<file path="src/design/ztpsm_pkg.sv">
// package for the zone time profiler with spike monitor
// shared types, codes and default sizes; no dependencies
`default_nettype none
package ztpsm_pkg;

    localparam int ZONES_DEF   = 32;
    localparam int HISTORY_DEF = 128;

    // item kinds
    localparam logic [1:0] KIND_SAMPLE   = 2'd0;
    localparam logic [1:0] KIND_BOUNDARY = 2'd1;
    localparam logic [1:0] KIND_CLEAR    = 2'd2;
    localparam logic [1:0] KIND_NONE     = 2'd3;

    // configuration register indexes
    localparam logic [1:0] CFG_SPIKE_ENABLE = 2'd0;
    localparam logic [1:0] CFG_SPIKE_FLOOR  = 2'd1;
    localparam logic [1:0] CFG_SPIKE_MULT   = 2'd2;
    localparam logic [1:0] CFG_EMA_ALPHA    = 2'd3;

    localparam logic [31:0] SPIKE_FLOOR_RST = 32'd33333333;
    localparam logic [15:0] SPIKE_MULT_RST  = 16'd512;
    localparam logic [15:0] EMA_ALPHA_RST   = 16'd6554;

    // one queued item
    typedef struct packed {
        logic [1:0]  kind;
        logic [4:0]  zone_id;
        logic [31:0] duration_ns;
        logic [47:0] now_ns;
    } t_item;

    // queue head as seen by the back part
    typedef struct packed {
        logic  valid;
        t_item item;
    } t_head;

    typedef enum logic [2:0] {
        S_IDLE,
        S_HIST,
        S_SPK_MUL,
        S_SPK_CMP,
        S_ZONE,
        S_FOLD,
        S_EMIT,
        S_EMPTY
    } t_state;

endpackage
`default_nettype wire

</file>
<file path="src/design/ztpsm_front.sv">
// front part: accepts items, drops unknown kinds, queues the rest
// depends on ztpsm_pkg
`default_nettype none
module ztpsm_front (
    input  wire                 i_clk,
    input  wire                 i_rst_n,
    input  wire                 i_in_valid,
    output logic                o_in_stall,
    input  wire  [1:0]          i_kind,
    input  wire  [4:0]          i_zone_id,
    input  wire  [31:0]         i_duration_ns,
    input  wire  [47:0]         i_now_ns,
    input  wire                 i_pop,
    output ztpsm_pkg::t_head    o_head
);

    localparam int DEPTH = 4;

    ztpsm_pkg::t_item r_q [DEPTH];
    logic [1:0] r_wr;
    logic [1:0] r_rd;
    logic [2:0] r_cnt;
    logic       push;
    logic       pop;

    // accept unless full; unknown kinds are taken and dropped
    assign o_in_stall = (r_cnt == 3'(DEPTH));
    assign push = i_in_valid && !o_in_stall && (i_kind != ztpsm_pkg::KIND_NONE);
    assign pop  = i_pop && (r_cnt != 3'd0);

    assign o_head.valid = (r_cnt != 3'd0);
    assign o_head.item  = r_q[r_rd];

    // queue storage
    always_ff @(posedge i_clk) begin
        if (push) begin
            r_q[r_wr] <= '{kind: i_kind, zone_id: i_zone_id,
                           duration_ns: i_duration_ns, now_ns: i_now_ns};
        end
    end

    // queue pointers
    always_ff @(posedge i_clk) begin
        if (!i_rst_n) begin
            r_wr  <= '0;
            r_rd  <= '0;
            r_cnt <= '0;
        end else begin
            if (push) r_wr <= r_wr + 2'd1;
            if (pop)  r_rd <= r_rd + 2'd1;
            r_cnt <= r_cnt + 3'(push) - 3'(pop);
        end
    end

endmodule
`default_nettype wire

</file>
<file path="config.mk">
export PLATFORM = sky130hd
export DESIGN_NAME = ztpsm_front
export DESIGN_NICKNAME = d
export VERILOG_FILES = /design/src/design/ztpsm_pkg.sv /design/src/design/ztpsm_front.sv
export SDC_FILE = /design/constraint.sdc
export NUM_CORES = 1
export LEC_CHECK = 0
export BUFFER_PORTS_ARGS = -buffer_cell sky130_fd_sc_hd__buf_2
export CAP_MARGIN = 20
export CORE_UTILIZATION = 55
export CTS_CLUSTER_DIAMETER = 60
export DETAILED_ROUTE_END_ITERATION = 8
export GPL_TIMING_DRIVEN = 0
export PLACE_DENSITY = 0.76
export SYNTH_ARGS = -nofsm -noshare
export SYNTH_HDL_FRONTEND = slang
export SYNTH_SLANG_ARGS = --single-unit
</file>
<file path="constraint.sdc">
create_clock -name i_clk -period 6.5 [get_ports i_clk]
set_input_delay 1.3 -clock i_clk [delete_from_list [all_inputs] [get_ports i_clk]]
set_output_delay 1.3 -clock i_clk [all_outputs]
set_load 0.005 [all_outputs]
</file>
==> key figures <==
Outcome
  • Outcome: finished, final reports clean

STA
  • Max_slew headroom: 0.476
  • Endpoints failing setup: 0
  • Peak Freq: 288 MHz
  • Setup_tns: 0 ns
  • RSZ-0062 raised after global routing: no
  • Post-layout min period: 3.47 ns
  • Max-slew violation count: 0
  • Fin Hold WS: 0.511 ns
  • Worst-Margin Slew: 0.786 ns
  • Final Hold Viols: 0
  • Clock Skew: 0.00830 ns
  • Final period util: 0.534
  • Slack of the critical path: 3.03 ns

Logic synthesis
  • YS warnings: 0
  • Synthesized flop and latch total: 357
  • Synthesized Nets: 601
  • Netlist cell types: 21
  • Syn_area_per_cell: 25.9 µm²
  • Syn Inst Count: 503
  • Sequential share of the synthesized area: 0.816
  • Syn Std Cell Area: 13,000 µm²

Setup path
  • Nature of the critical path endpoint: output port
  • Critical path peak fanout: 10
  • CP required: 5.20 ns
  • Critical Path Source Type: register
  • R2R Path Start: r_cnt[1]
  • Worst Path Arrival: 2.17 ns
  • WS Path Type: register to output port

Floorplan
  • Core Rows: 55
  • Chip Height: 156 µm
  • Starting Density: 0.569
  • Die width: 156 µm
  • Placeable Area: 22,900 µm²
  • IO Count: 180
  • DIE AREA: 24,300 µm²

Clocking
  • Post-cts resize count: 0
  • Clock sink total: 357
  • Clock tree from TritonCTS: built
  • Worst-Skew Late Latency: 0.50 ns
  • Worst-path clk slew: 0.06 ns
  • Count of hold-fix buffers inserted at cts: 0
  • Total CTS buffers: 36
  • Longest Clk Path Bufs: 3
  • H-tree depth: 2
  • Root buf cell: clkbuf_16
  • Postcts setup bufs: 0

Finish
  • Reg area: 10,600 µm²
  • Area growth syn-to-layout: 19.4%
  • Multi-input gate area in the final layout: 2240 µm²
  • NumNets Final: 821
  • Filler Cell Count: 1,409
  • Layout cells sized above 1: 0.445

Power
  • Worst VDD drop: 0.355 mV
  • Static Leak: 5.22 nW
  • PwrDens: 376 nW/µm²

Global route
  • First-pass GRT wire length: 35,100 µm
  • GRT Total Usage: 0.198
  • GR Overflow Total: 0
  • Initial antenna violation count: 2
  • Vias in the first global route: 6,375
  • Largest net degree at the start of global routing: 45

Place
  • Setup Slack @ Placement: 3.00 ns
  • Post-DP HPWL: 14,300 µm
  • Placer congestion estimate: 0.754
  • Port buffer count: 178

Hold path
  • Hold Crit Start: r_wr[1]
  • Hold Crit Class: register to register

Routing
  • First-pass DRT Iterations: 4
  • Post-DR vias/cell: 5.54
  • # DRC: 0
  • Starting DRT DRC Count: 405
  • Average routed wire per standard cell: 21.7 µm
  • Routed Antenna Nets: 0
  • Via count: 5,899
  • Drt total wl: 23,100 µm

Run
  • Max cap viols: 0
-- critical path: stages (launching register included) --
cell	delay (ns)
dfxtp_1	0.30
buf_2	0.18
clkbuf_1	0.62
mux4_2	0.42
buf_2	0.15
-- flip-flops by register name, indices dropped and copies added (netlist names), named ones only --
signal / flops
r_wr: 2
r_q: 348
r_cnt: 3
r_rd: 2
-- metrics by stage --
stage | utilization | power, W | instance area (µm²) | cells
floorplan | - | 0.00352 | 13000 | 503
global placement | 0.625 | 0.00394 | 14300 | 994
detailed placement | 0.630 | 0.00397 | 14400 | 998
CTS | 0.679 | 0.00592 | 15600 | 1062
global route | 0.679 | 0.00608 | 15600 | 1062
finish | 0.679 | 0.00585 | 15600 | 1064
-- cells in the final DEF, fill, tap and decap left out, types with 3 or more instances in the layout --
master / count
edfxtp_1: 348
nand2_1: 4
clkbuf_1: 15
nor2b_1: 3
dfxtp_1: 9
bufinv_16: 3
buf_16: 4
clkinvlp_4: 3
xnor2_1: 4
mux4_2: 87
inv_1: 6
buf_8: 3
clkinv_1: 11
and2_4: 4
and2_1: 3
ha_1: 6
buf_2: 188
clkbuf_16: 37
-- area by class of cell --
cell class                      count  share of cell area
Inverter                            6             0.00145
Antenna cell                        2            0.000322
Clock buffer                       46              0.0617
Buffer                             21             0.00957
Sequential cell                   357               0.683
Timing Repair Buffer              182              0.0643
Tap cell                          313              0.0252
Clock inverter                     18              0.0102
Multi-Input combinational cell    119               0.144
-- synthesized netlist by cell type --
| cell type | number | area (µm²) |
|---|---|---|
| edfxtp_1 | 348 | 10500 |
| buf_8 | 3 | 45.0 |
| buf_12 | 1 | 20.0 |
| a211oi_2 | 1 | 12.5 |
| clkbuf_1 | 6 | 22.5 |
| nor2b_1 | 3 | 18.8 |
| nand2_1 | 4 | 15.0 |
| buf_2 | 10 | 50.1 |
| and2_1 | 7 | 43.8 |
| o311ai_0 | 1 | 8.76 |
| dfxtp_1 | 9 | 180 |
| mux2i_1 | 2 | 20.0 |
| o31a_1 | 1 | 8.76 |
| buf_6 | 1 | 11.3 |
| fa_1 | 1 | 20.0 |
| or3_1 | 1 | 6.26 |
| xnor2_1 | 4 | 35.0 |
| ha_1 | 6 | 75.1 |
| nor3b_1 | 1 | 7.51 |
| inv_1 | 6 | 22.5 |
| mux4_2 | 87 | 1960 |
-- kinds of logic (layout without fill, tap and decap cells) --
logic type / count (synthesis) / after routing / share of synthesized area
multiplexers: 89 / 89 / 0.152
XOR/XNOR: 4 / 4 / 0.00269
flip-flops: 357 / 357 / 0.816
other: 0 / 2 / 0
AO/OA/AOI/OAI: 3 / 3 / 0.00230
adder cells (fa/ha/maj): 7 / 7 / 0.00730
buffers and inverters: 27 / 273 / 0.0132
AND/OR/NAND/NOR: 16 / 16 / 0.00701
-- where the power goes --
part           switching (W)  internal [W]  total [W]
Sequential         0.0000482       0.00271    0.00276
Combinational       0.000541      0.000601    0.00114
Clock               0.000782       0.00116    0.00194
-- final timing paths --
path                end  slack, ns  depth (start not counted)
max          o_head[46]       3.03                          4
max reg2reg    r_cnt[2]       3.86                         11
min reg2reg     r_wr[1]       0.51                          2
min             r_wr[1]       0.51                          2
-- routing by layer --
| metal | wire length (µm) | global-route usage | vias up | share of wire |
|---|---|---|---|---|
| met5 | 13 | 0 | - | 0.00056 |
| met4 | 601 | 0.0686 | 2 | 0.026 |
| met3 | 1890 | 0.0636 | 49 | 0.082 |
| met2 | 11700 | 0.333 | 212 | 0.51 |
| met1 | 8820 | 0.243 | 3035 | 0.38 |
| li1 | - | - | 2601 | - |
Note: power is estimated with default switching activity, not from simulation.
